===== src/sv/mbwf_pkg.sv =====
// Shared types and constants for the write-single-register frame builder.
// No dependencies; every other file of the block imports this package.
`default_nettype none

package mbwf_pkg;

  // Command codes on the input channel (code 3 carries no meaning)
  typedef enum logic [1:0] {
    CMD_RUN      = 2'd0,
    CMD_STOP     = 2'd1,
    CMD_SET_FREQ = 2'd2
  } cmd_t;

  // Configuration register indexes
  localparam logic [7:0] CFG_SLAVE_ADDRESS      = 8'd0;
  localparam logic [7:0] CFG_FREQUENCY_LIMIT    = 8'd1;
  localparam logic [7:0] CFG_CONTROL_REGISTER   = 8'd2;
  localparam logic [7:0] CFG_FREQUENCY_REGISTER = 8'd3;

  // Configuration reset values
  localparam logic [7:0]  RST_SLAVE_ADDRESS      = 8'd1;
  localparam logic [15:0] RST_FREQUENCY_LIMIT    = 16'd7000;
  localparam logic [15:0] RST_CONTROL_REGISTER   = 16'd9473;
  localparam logic [15:0] RST_FREQUENCY_REGISTER = 16'd9474;

  // Frame constants
  localparam logic [7:0]  FUNC_WRITE_SINGLE = 8'h06;
  localparam logic [15:0] CRC_POLY          = 16'hA001;
  localparam logic [15:0] CRC_INIT          = 16'hFFFF;
  localparam logic [15:0] DATA_RUN          = 16'd1;
  localparam logic [15:0] DATA_STOP         = 16'd0;

  // Byte positions within a frame
  localparam logic [2:0] POS_SLAVE    = 3'd0;
  localparam logic [2:0] POS_FUNC     = 3'd1;
  localparam logic [2:0] POS_REG_HI   = 3'd2;
  localparam logic [2:0] POS_REG_LO   = 3'd3;
  localparam logic [2:0] POS_DATA_HI  = 3'd4;
  localparam logic [2:0] POS_DATA_LO  = 3'd5;
  localparam logic [2:0] POS_CRC_LO   = 3'd6;
  localparam logic [2:0] POS_CRC_HI   = 3'd7;

  // One classified command, as queued between front and back
  typedef struct packed {
    logic        rejected;
    logic [7:0]  slave_addr;
    logic [15:0] reg_addr;
    logic [15:0] data;
  } frame_desc_t;

endpackage

`default_nettype wire


===== src/sv/mbwf_front.sv =====
// Front end: configuration registers, command acceptance and classification.
// Depends on mbwf_pkg; pushes frame descriptors into mbwf_queue.
`default_nettype none

module mbwf_front import mbwf_pkg::*; (
  input  wire logic        clk,
  input  wire logic        rst_n,
  // configuration write channel
  input  wire logic        cfg_valid,
  output logic             cfg_ready,
  input  wire logic [7:0]  cfg_index,
  input  wire logic [15:0] cfg_data,
  // command channel
  input  wire logic        in_valid,
  output logic             in_ready,
  input  wire logic [1:0]  in_cmd,
  input  wire logic [15:0] in_frequency,
  // queue push side
  output logic             push_valid,
  input  wire logic        push_ready,
  output frame_desc_t      push_desc
);

  logic [7:0]  slave_address_r;
  logic [15:0] frequency_limit_r;
  logic [15:0] control_register_r;
  logic [15:0] frequency_register_r;

  // Accept every configuration transfer; unknown indexes are dropped
  assign cfg_ready = 1'b1;

  always_ff @(posedge clk) begin
    if (!rst_n) begin
      slave_address_r      <= RST_SLAVE_ADDRESS;
      frequency_limit_r    <= RST_FREQUENCY_LIMIT;
      control_register_r   <= RST_CONTROL_REGISTER;
      frequency_register_r <= RST_FREQUENCY_REGISTER;
    end else if (cfg_valid) begin
      case (cfg_index)
        CFG_SLAVE_ADDRESS:      slave_address_r      <= cfg_data[7:0];
        CFG_FREQUENCY_LIMIT:    frequency_limit_r    <= cfg_data;
        CFG_CONTROL_REGISTER:   control_register_r   <= cfg_data;
        CFG_FREQUENCY_REGISTER: frequency_register_r <= cfg_data;
        default: ;
      endcase
    end
  end

  // Classify the command; an undefined code is taken and dropped
  assign in_ready = push_ready;

  always_comb begin
    push_desc            = '0;
    push_desc.slave_addr = slave_address_r;
    push_valid           = in_valid;
    case (cmd_t'(in_cmd))
      CMD_RUN: begin
        push_desc.reg_addr = control_register_r;
        push_desc.data     = DATA_RUN;
      end
      CMD_STOP: begin
        push_desc.reg_addr = control_register_r;
        push_desc.data     = DATA_STOP;
      end
      CMD_SET_FREQ: begin
        push_desc.reg_addr = frequency_register_r;
        push_desc.data     = in_frequency;
        push_desc.rejected = (in_frequency > frequency_limit_r);
      end
      default: begin
        push_valid = 1'b0;
      end
    endcase
  end

endmodule

`default_nettype wire


===== src/sv/mbwf_queue.sv =====
// Short descriptor queue between front and back ends.
// Depends on mbwf_pkg for the descriptor type.
`default_nettype none

module mbwf_queue import mbwf_pkg::*; #(
  parameter int DEPTH = 2
) (
  input  wire logic        clk,
  input  wire logic        rst_n,
  input  wire logic        push_valid,
  output logic             push_ready,
  input  wire frame_desc_t push_desc,
  output logic             pop_valid,
  input  wire logic        pop_ready,
  output frame_desc_t      pop_desc
);

  localparam int PTR_W = (DEPTH > 1) ? $clog2(DEPTH) : 1;
  localparam int CNT_W = $clog2(DEPTH + 1);
  localparam logic [PTR_W-1:0] PTR_LAST = PTR_W'(DEPTH - 1);
  localparam logic [CNT_W-1:0] CNT_FULL = CNT_W'(DEPTH);

  frame_desc_t      mem_r [DEPTH];
  logic [PTR_W-1:0] wr_ptr_r, wr_ptr_nxt;
  logic [PTR_W-1:0] rd_ptr_r, rd_ptr_nxt;
  logic [CNT_W-1:0] count_r, count_nxt;
  logic             push, pop;

  assign push_ready = (count_r != CNT_FULL);
  assign pop_valid  = (count_r != '0);
  assign pop_desc   = mem_r[rd_ptr_r];
  assign push       = push_valid && push_ready;
  assign pop        = pop_valid && pop_ready;

  // Advance pointers with wrap, track occupancy
  always_comb begin
    wr_ptr_nxt = wr_ptr_r;
    rd_ptr_nxt = rd_ptr_r;
    count_nxt  = count_r;
    if (push) begin
      wr_ptr_nxt = (wr_ptr_r == PTR_LAST) ? '0 : wr_ptr_r + 1'b1;
    end
    if (pop) begin
      rd_ptr_nxt = (rd_ptr_r == PTR_LAST) ? '0 : rd_ptr_r + 1'b1;
    end
    if (push && !pop) begin
      count_nxt = count_r + 1'b1;
    end else if (pop && !push) begin
      count_nxt = count_r - 1'b1;
    end
  end

  always_ff @(posedge clk) begin
    if (!rst_n) begin
      wr_ptr_r <= '0;
      rd_ptr_r <= '0;
      count_r  <= '0;
    end else begin
      wr_ptr_r <= wr_ptr_nxt;
      rd_ptr_r <= rd_ptr_nxt;
      count_r  <= count_nxt;
    end
  end

  // Store entries
  always_ff @(posedge clk) begin
    if (push) begin
      mem_r[wr_ptr_r] <= push_desc;
    end
  end

endmodule

`default_nettype wire


===== src/sv/mbwf_back.sv =====
// Back end: walks one descriptor byte by byte, folds the CRC in as it goes,
// and drives the registered result channel. Depends on mbwf_pkg.
`default_nettype none

module mbwf_back import mbwf_pkg::*; (
  input  wire logic        clk,
  input  wire logic        rst_n,
  // queue pop side
  input  wire logic        desc_valid,
  output logic             desc_pop,
  input  wire frame_desc_t desc,
  // result channel
  output logic             out_valid,
  input  wire logic        out_ready,
  output logic [7:0]       out_frame_byte,
  output logic             out_last_byte,
  output logic             out_rejected
);

  // CRC-16 update over one byte, LSB first
  function automatic logic [15:0] crc_byte(input logic [15:0] crc_in, input logic [7:0] b);
    logic [15:0] c;
    c = crc_in ^ {8'h00, b};
    for (int i = 0; i < 8; i++) begin
      c = c[0] ? ((c >> 1) ^ CRC_POLY) : (c >> 1);
    end
    return c;
  endfunction

  logic        out_valid_r, out_valid_nxt;
  logic [7:0]  byte_r, byte_nxt;
  logic        last_r, last_nxt;
  logic        rej_r, rej_nxt;
  logic [2:0]  pos_r, pos_nxt;
  logic [15:0] crc_r, crc_nxt;
  logic [15:0] crc_cur;
  logic        load, fire;

  assign out_valid      = out_valid_r;
  assign out_frame_byte = byte_r;
  assign out_last_byte  = last_r;
  assign out_rejected   = rej_r;

  // Pick the next byte (one zero byte for a rejection), advance position, update CRC over all non-CRC bytes
  always_comb begin
    load          = !out_valid_r || out_ready;
    fire          = load && desc_valid;
    crc_cur       = (pos_r == POS_SLAVE) ? CRC_INIT : crc_r;
    byte_nxt      = byte_r;
    last_nxt      = last_r;
    rej_nxt       = rej_r;
    pos_nxt       = pos_r;
    crc_nxt       = crc_r;
    desc_pop      = 1'b0;
    out_valid_nxt = load ? 1'b0 : out_valid_r;
    if (fire) begin
      out_valid_nxt = 1'b1;
      if (desc.rejected) begin
        byte_nxt = 8'h00;
        last_nxt = 1'b1;
        rej_nxt  = 1'b1;
        desc_pop = 1'b1;
      end else begin
        case (pos_r)
          POS_SLAVE:   byte_nxt = desc.slave_addr;
          POS_FUNC:    byte_nxt = FUNC_WRITE_SINGLE;
          POS_REG_HI:  byte_nxt = desc.reg_addr[15:8];
          POS_REG_LO:  byte_nxt = desc.reg_addr[7:0];
          POS_DATA_HI: byte_nxt = desc.data[15:8];
          POS_DATA_LO: byte_nxt = desc.data[7:0];
          POS_CRC_LO:  byte_nxt = crc_r[7:0];
          POS_CRC_HI:  byte_nxt = crc_r[15:8];
          default:     byte_nxt = 8'h00;
        endcase
        if (pos_r != POS_CRC_LO && pos_r != POS_CRC_HI) begin
          crc_nxt = crc_byte(crc_cur, byte_nxt);
        end
        rej_nxt  = 1'b0;
        last_nxt = (pos_r == POS_CRC_HI);
        desc_pop = (pos_r == POS_CRC_HI);
        pos_nxt  = (pos_r == POS_CRC_HI) ? POS_SLAVE : pos_r + 1'b1;
      end
    end
  end

  always_ff @(posedge clk) begin
    if (!rst_n) begin
      out_valid_r <= 1'b0;
      pos_r       <= POS_SLAVE;
    end else begin
      out_valid_r <= out_valid_nxt;
      pos_r       <= pos_nxt;
    end
  end

  // Payload holds without reset
  always_ff @(posedge clk) begin
    byte_r <= byte_nxt;
    last_r <= last_nxt;
    rej_r  <= rej_nxt;
    crc_r  <= crc_nxt;
  end

endmodule

`default_nettype wire


===== src/sv/modbus_write_register_framer_top.sv =====
// Top level of the write-single-register frame builder with CRC-16.
// Depends on mbwf_pkg, mbwf_front, mbwf_queue and mbwf_back.
//
//   channel  direction  handshake              payload
//   cfg      in         cfg_valid / cfg_ready  cfg_index[7:0], cfg_data[15:0]
//   in       in         in_valid / in_ready    in_cmd[1:0], in_frequency[15:0]
//   out      out        out_valid / out_ready  out_frame_byte[7:0], out_last_byte, out_rejected
//
// A frame leaves as eight transfers, one per cycle while out_ready stays high; a rejected
// command leaves as a single transfer. The byte sequencer in mbwf_back sets the byte order.
// The queue holds QUEUE_DEPTH commands, the one whose frame is being sent included.
// Synchronous active-low reset restores register defaults and empties the queue.
// Either side may stall at any time; the output register holds its transfer.
`default_nettype none

module modbus_write_register_framer_top import mbwf_pkg::*; #(
  parameter int QUEUE_DEPTH = 2
) (
  input  wire logic        clk,
  input  wire logic        rst_n,
  input  wire logic        cfg_valid,
  output logic             cfg_ready,
  input  wire logic [7:0]  cfg_index,
  input  wire logic [15:0] cfg_data,
  input  wire logic        in_valid,
  output logic             in_ready,
  input  wire logic [1:0]  in_cmd,
  input  wire logic [15:0] in_frequency,
  output logic             out_valid,
  input  wire logic        out_ready,
  output logic [7:0]       out_frame_byte,
  output logic             out_last_byte,
  output logic             out_rejected
);

  logic        push_valid, push_ready;
  frame_desc_t push_desc;
  logic        pop_valid, pop_ready;
  frame_desc_t pop_desc;

  mbwf_front u_front (
    .clk          (clk),
    .rst_n        (rst_n),
    .cfg_valid    (cfg_valid),
    .cfg_ready    (cfg_ready),
    .cfg_index    (cfg_index),
    .cfg_data     (cfg_data),
    .in_valid     (in_valid),
    .in_ready     (in_ready),
    .in_cmd       (in_cmd),
    .in_frequency (in_frequency),
    .push_valid   (push_valid),
    .push_ready   (push_ready),
    .push_desc    (push_desc)
  );

  mbwf_queue #(
    .DEPTH (QUEUE_DEPTH)
  ) u_queue (
    .clk        (clk),
    .rst_n      (rst_n),
    .push_valid (push_valid),
    .push_ready (push_ready),
    .push_desc  (push_desc),
    .pop_valid  (pop_valid),
    .pop_ready  (pop_ready),
    .pop_desc   (pop_desc)
  );

  mbwf_back u_back (
    .clk            (clk),
    .rst_n          (rst_n),
    .desc_valid     (pop_valid),
    .desc_pop       (pop_ready),
    .desc           (pop_desc),
    .out_valid      (out_valid),
    .out_ready      (out_ready),
    .out_frame_byte (out_frame_byte),
    .out_last_byte  (out_last_byte),
    .out_rejected   (out_rejected)
  );

endmodule

`default_nettype wire

===== config.mk =====
export PLATFORM = sky130hd
export DESIGN_NAME = modbus_write_register_framer_top
export DESIGN_NICKNAME = d
export VERILOG_FILES = /design/src/sv/mbwf_pkg.sv /design/src/sv/mbwf_front.sv /design/src/sv/mbwf_queue.sv /design/src/sv/mbwf_back.sv /design/src/sv/modbus_write_register_framer_top.sv
export SDC_FILE = /design/constraint.sdc
export NUM_CORES = 1
export LEC_CHECK = 0
export BUFFER_PORTS_ARGS = -buffer_cell sky130_fd_sc_hd__buf_2
export CAP_MARGIN = 20
export CORE_MARGIN = 2
export CORE_UTILIZATION = 40
export DETAILED_ROUTE_END_ITERATION = 16
export SYNTH_ARGS = -nofsm -noshare
export SYNTH_HDL_FRONTEND = slang
export SYNTH_SLANG_ARGS = --single-unit

===== constraint.sdc =====
create_clock -name clk -period 4.9 [get_ports clk]
set_clock_uncertainty 0.15 [all_clocks]
set_input_delay 0.49 -clock clk [delete_from_list [all_inputs] [get_ports clk]]
set_output_delay 0.49 -clock clk [all_outputs]
set_load 0.02 [all_outputs]

=== After elaboration in Yosys (flattened, before gate mapping) ===
Memory sizes are Yosys's and may differ from the RTL's. A register that Yosys moved wholly into a read port is not among the register bits.
Cells that the tools add are included.

* Reductions and logical operators: 23
* Add/sub/neg operators: 5
* Bitwise operators: 10
* Equality and inequality tests: 15
* Mux-type cells: 29
* Magnitude comparators: 1

{| class="wikitable"
|+ Operators by type and width
! kind !! number
|-
| $mux 16 || 8
|-
| $pmux 32 s3 || 1
|-
| $pmux 8 s8 || 1
|-
| $not 2->3 || 8
|-
| $eq 8x2->1 const B || 2
|-
| $gt 16x16->1 || 1
|-
| $mux 8 || 2
|-
| $xor 16x8->16 || 1
|-
| $mux 14 || 1
|-
| $mux 1 || 13
|-
| $eq 3x3->1 const B || 4
|-
| $reduce_and 2->1 || 5
|-
| $eq 8x1->1 const B || 1
|-
| $logic_not 8->1 || 1
|-
| $eq 3x2->1 const B || 2
|-
| $logic_and 1x1->1 || 6
|-
| $ne 3x3->1 const B || 2
|-
| $reduce_bool 2->1 || 3
|-
| $mux 2 || 2
|-
| $add 3x1->3 const B || 1
|-
| $eq 3x1->1 const B || 1
|-
| $logic_not 1->1 || 3
|-
| $logic_not 3->1 || 1
|-
| $mux 3 || 1
|-
| other kinds (11) || 12
|}

* Memories kept: 1
* Register bits: 90
* Output and inout port bits: 13
* Input bits: 47
* Bits in writable memories: 82
* Logic and storage cells: 98

{| class="wikitable"
|+ Memory list
! memory !! words !! width !! rd ports !! clocked after Yosys merged registers in !! write ports !! line !! text
|-
| u_queue.mem_r || 2 || 41 || 1 || 1 || 1 || mbwf_queue.sv:23 || <nowiki>frame_desc_t mem_r [DEPTH];</nowiki>
|}

=== Logic depth before layout (Yosys ltp) ===
* Depth in word-level cells: 21
* Mapped depth: 12
* Gate-level depth less buffers: 10

=== Modules after synthesis ===
From an unflattened synthesis, not the netlist that was laid out.

* Cells, all modules: 644
* Area total of the unflattened synthesis: 8,075.2 µm²

{| class="wikitable"
|+ By module, submodules not included
! module !! area each (µm²) !! cells each !! instances !! sequential area each (µm²)
|-
| mbwf_queue || 3,191.8 || 152 || 1 || 2,562.5
|-
| mbwf_front || 2,992.9 || 317 || 1 || 1,121.1
|-
| mbwf_back || 1,890.6 || 175 || 1 || 860.8
|}

=== Worst setup path before layout ===
OpenSTA, ideal clock, no wires.

* Kind: register -> register
* Start: register u_back.pos_r[2]
* End: register u_back.crc_r[0], data pin
* Library setup time: 0.258 ns
* Required time: 4.492 ns
* Data arrival time: 2.890 ns
* Cell stages (with the launch flop): 13
* Clock period less this slack: 3.298 ns
* Path buffers: 2
* Slack: 1.602 ns
* Cell sequence: dfxtp_1 > buf_2 > inv_1 > ha_1 > or3_4 > buf_6 > a2111oi_4 > a31oi_1 > xor2_1 > xnor2_2 > xnor2_2 > xor3_2 > xnor2_1

* Cells in the longest elaborated chain, start to end: 14
* Elaborated cells on any way between the ends: 29
* Classes of those cells: eq/ne: 7; mux: 12; bitwise: 9; reduce/logical: 1

{| class="wikitable"
|+ RTL lines
! item !! line !! text
|-
| start: declaration || mbwf_back.sv:34 || <nowiki>logic [2:0] pos_r, pos_nxt;</nowiki>
|-
| start signal: assignment || mbwf_back.sv:92 || <nowiki>pos_r <= pos_nxt;</nowiki>
|-
| $eq 3x3->1 (tied with other cells) || mbwf_back.sv:64 || <nowiki>case (pos_r)</nowiki>
|-
| $pmux 8 s8 || mbwf_back.sv:64 ||
|-
| $mux 8 || mbwf_back.sv:58 || <nowiki>if (desc.rejected) begin</nowiki>
|-
| $mux 8 || mbwf_back.sv:56 || <nowiki>if (fire) begin</nowiki>
|-
| $xor 16x8->16 * || mbwf_back.sv:23 || <nowiki>c = crc_in ^ {8'h00, b};</nowiki>
|-
| $mux 16 * (6 in series) || mbwf_back.sv:25 || <nowiki>c = c[0] ? ((c >> 1) ^ CRC_POLY) : (c >> 1);</nowiki>
|-
| $not 2->3 (no source line) / $mux 16 (equally long branches) || n/a ||
|-
| $mux 16 * || mbwf_back.sv:25 ||
|-
| $mux 14 * || mbwf_back.sv:25 ||
|-
| end signal: assignment || mbwf_back.sv:101 || <nowiki>crc_r <= crc_nxt;</nowiki>
|-
| end: declaration || mbwf_back.sv:35 || <nowiki>logic [15:0] crc_r, crc_nxt;</nowiki>
|}

Mark *: on every way between the ends. The rest lies on a longest branch, timed or not. The select of a mux whose other input is x is not followed.
A chain may end at the register's enable or synchronous reset.

=== Worst setup path after layout ===
Same ends and word-level chain as after synthesis.

==> Flow_metrics.wiki <==
{| class="wikitable"
! Metric !! Value
|-
| Worst EP arrival || 3.72 ns
|-
| Final critical-path setup slack || 1.21 ns
|-
| Number of antenna violations at the first check in global routing || 0
|-
| Final design area excluding fillers || 8970 um2
|-
| Via-per-instance ratio || 5.07
|-
| Cell depth of the worst min-delay path || 3
|-
| Antenna cell count || 0
|-
| Core area || 19,300 um2
|-
| Total GRT Usage || 17.6%
|-
| Cell area after placement || 8350 um2
|-
| Setup TNS || 0 ns
|-
| Ranking of synthesized cells by area || sky130_fd_sc_hd__edfxtp_1 (41%), sky130_fd_sc_hd__dfxtp_1 (17%), sky130_fd_sc_hd__nand2_1 (5.4%)
|-
| Share of final-layout standard cells stronger than drive strength 1 || 16.8%
|-
| Per-instance average area after synthesis || 11.5 um2
|-
| Number of buffers and inverters on the critical path || 0
|-
| Worst IR Drop VDD || 0.526 mV
|-
| Buffers on Ports || 58
|-
| Number of fill cells in the layout || 1,763
|-
| Ordered list of cells on the worst path || ha_1, or3_4, o22ai_1, o31ai_2, xor2_1, xnor2_1, xnor2_1, xor3_2, xnor2_1
|-
| Run status || finished clean
|-
| Count of TritonRoute iterations in the first routing pass || 5
|-
| Number of buffers on the longest clock path || 2
|-
| Number of global-route vias before repair || 5,032
|-
| Critical Setup Path Class || register to register
|-
| Layout Cells excl Fill || 1,007
|-
| Most instantiated library cell after synthesis || sky130_fd_sc_hd__nand2_1
|-
| Number of pins with negative max-slew slack in the final report || 0
|-
| Power per standard cell area || 613 nW/um2
|-
| Number of distinct standard cells referenced by the synthesized netlist || 55
|-
| Relative max-transition margin || 32.5%
|-
| Number of levels the H-tree was split into || 4
|-
| Most frequent CP cell || sky130_fd_sc_hd__xnor2_1
|-
| Dominant register cell in the synthesized netlist || sky130_fd_sc_hd__edfxtp_1
|-
| Share of Yosys cell area claimed by the top area cell type || 41.3%
|-
| Post-synth top area cell || sky130_fd_sc_hd__edfxtp_1
|-
| Longest individual stage delay on the worst path || 0.67 ns
|-
| Worst Max-Slew Pin Slew || 1.01 ns
|-
| Net total in the final layout || 799
|-
| Worst R2R End || u_back.crc_r[0]
|-
| Post-CTS Setup Inserts || 0
|-
| CTS sink cnt || 173
|-
| Kind of start point of the critical path || register
|-
| Number of flops mapped to enable cells by yosys || 108
|-
| Slowest cell on the critical path || sky130_fd_sc_hd__dfxtp_1
|-
| Number of buffers inserted for hold repair after clock tree synthesis || 0
|-
| Placement row count || 51
|-
| Area growth, synth to finish || 14.3%
|-
| Hold path endpoint || u_front.frequency_register_r[13]
|-
| Chip width || 144 um
|-
| Total half-perimeter wirelength after legalization and detailed placement || 12,800 um
|-
| Setup violation total in the final timing report || 0
|-
| Die area || 20,800 um2
|-
| Per-cell routed wire length || 17.4 um
|-
| Beginning of the worst register-to-register path || u_back.pos_r[2]
|-
| Gates resized, CTS repair || 0
|-
| Hold_sp || cfg_data[13]
|-
| Endpoint required time on the critical path || 4.93 ns
|-
| Area of the multi-input gates || 2980 um2
|-
| Count of boundary I/O pins || 60
|-
| Maximum fanout along the worst path || 18
|-
| Cells after synthesis || 683
|-
| Achievable frequency || 271 MHz
|-
| Post-synthesis sequential area ratio || 57.9%
|-
| Proportion of synthesized flip-flops having asynchronous set or reset || 0%
|-
| Drt initial violations || 304
|-
| TritonCTS clock tree || yes
|-
| Worst min-delay path category || primary input to register
|-
| Minimum setup slack after placement || 1.21 ns
|-
| Register-to-register setup slack || 1.21 ns
|-
| Final wirelength || 17,600 um
|-
| Count of cells along the worst register-to-register path || 9
|-
| Starting density of the core || 40.6%
|-
| LEAKAGE || 3.19 nW
|-
| Remaining DRCs || 0
|-
| Syn Std Cell Area || 7850 um2
|-
| First-pass GRT wire length || 27,300 um
|-
| Clock latency on the worst-skew pair || 0.43 ns
|-
| Clock-pin slew reported for the worst setup and hold paths after clock tree synthesis || 0.07 ns
|-
| Clk Tree Root Cell || sky130_fd_sc_hd__clkbuf_16
|-
| Endpoint kind of the worst setup timing path || register
|-
| Die boundary height || 144 um
|-
| Unrepaired setup endpoints after global routing || no
|-
| Antenna-violating nets left || 0
|-
| Clock buffers created by TritonCTS || 17
|-
| Congestion Overflow GR || 0
|-
| Total instance count after detailed placement || 974
|-
| Post-synthesis net count || 753
|-
| Top post-synthesis cells by count || sky130_fd_sc_hd__nand2_1 (113), sky130_fd_sc_hd__edfxtp_1 (108), sky130_fd_sc_hd__dfxtp_1 (65), sky130_fd_sc_hd__inv_1 (41), sky130_fd_sc_hd__mux2i_1 (39)
|-
| Number of hold-slack violations in the final timing report || 0
|-
| Largest net degree at the start of global routing || 66
|-
| Final cycle utilization of the critical path || 75.3%
|-
| Maximum capacitance violations || 0
|-
| Cell class contributing the biggest share of worst-path delay || XOR/XNOR gates
|-
| Routability congestion estimate || 0.871
|-
| Total number of yosys warnings || 0
|-
| Via count || 5,106
|-
| FF+latch count, synth || 173
|-
| Clock period minus worst slack || 3.69 ns
|-
| Number of logic stages on the critical path including buffering || 9
|-
| FF+latch area || 4550 um2
|}
-- final cells by class --
cell class	count	share of cell area [%]
Clock buffer	18	4.90
Clock inverter	14	1.83
Inverter	41	1.72
Multi-Input combinational cell	432	33.2
Sequential cell	173	50.7
Tap cell	265	3.70
Timing Repair Buffer	64	3.92
-- per-layer routing --
layer | routed length, um | global-route usage [%]
met5 | 0 | 0
met1 | 8100 | 23.5
met2 | 8230 | 28.2
met4 | 410 | 6.09
met3 | 819 | 4.14
-- cell usage in the layout, fill, tap and decap left out, drive strengths merged, types with 5 or more instances in the layout --
cell    count
inv        44
clkbuf     18
mux2       10
mux2i      39
dfxtp      65
xnor2      16
ha         23
buf        64
o21ai      11
o211ai     13
o21a        6
nand2     113
o22ai      29
or2         9
nor2b      17
and2       22
xor2        9
nor2       24
a21oi       8
edfxtp    108
a21boi     34
nand3      11
clkinv      5
a32oi       5
-- metrics by stage --
stage / utilization, % / hold WS, ns / power [W]
finish: 46.4 / 0.160 / 0.00549
detailed placement: 43.2 / 0.293 / 0.00419
CTS: 46.3 / 0.141 / 0.00553
floorplan: - / 0.275 / 0.00375
global placement: 43.1 / 0.287 / 0.00410
global route: 46.4 / 0.153 / 0.00577
-- worst min-delay path: cells and delay by family --
kind                   cells  cell delay [ns]
AND/OR/NAND/NOR            2             0.11
buffers and inverters      1             0.11
-- cells by family (layout without fill, tap and decap cells) --
logic type / after synthesis / count (layout) / synth area share [%]
compound gates: 122 / 122 / 11.8
xor+xnor: 26 / 26 / 3.49
fa+ha+maj: 23 / 23 / 3.67
buf+inv: 78 / 137 / 4.29
flops: 173 / 173 / 57.9
mux: 49 / 49 / 6.41
other cells: 1 / 1 / 0.0478
simple gates: 211 / 211 / 12.4
-- flip-flops by register name, summed over array words and instances (netlist names), 3 cells and up, named ones only --
name / count
u_queue.mem_r: 82
u_back.out_frame_byte: 8
u_back.crc_r: 16
u_front.control_register_r: 16
u_front.frequency_register_r: 16
u_front.frequency_limit_r: 16
u_back.pos_r: 3
u_front.slave_address_r: 8
-- worst max path at each step --
stage                     from               to
3_3_place_gp          register  u_back.crc_r[0]
4_1_cts               register  u_back.crc_r[0]
6_report       u_back.pos_r[2]  u_back.crc_r[0]
3_5_place_dp          register  u_back.crc_r[0]
5_1_grt        u_back.pos_r[2]  u_back.crc_r[0]
2_1_floorplan  u_back.pos_r[2]  u_back.crc_r[0]
-- report_power, final --
group | leakage (nW) | switching (W) | total [W] | internal, W
clock network | 0.283 | 0.000582 | 0.00136 | 0.000775
logic | 1.37 | 0.00103 | 0.00199 | 0.000962
registers | 1.53 | 0.000161 | 0.00214 | 0.00198
total | 3.19 | 0.00178 | 0.00549 | 0.00372
Note: power is estimated with default switching activity, not from simulation.
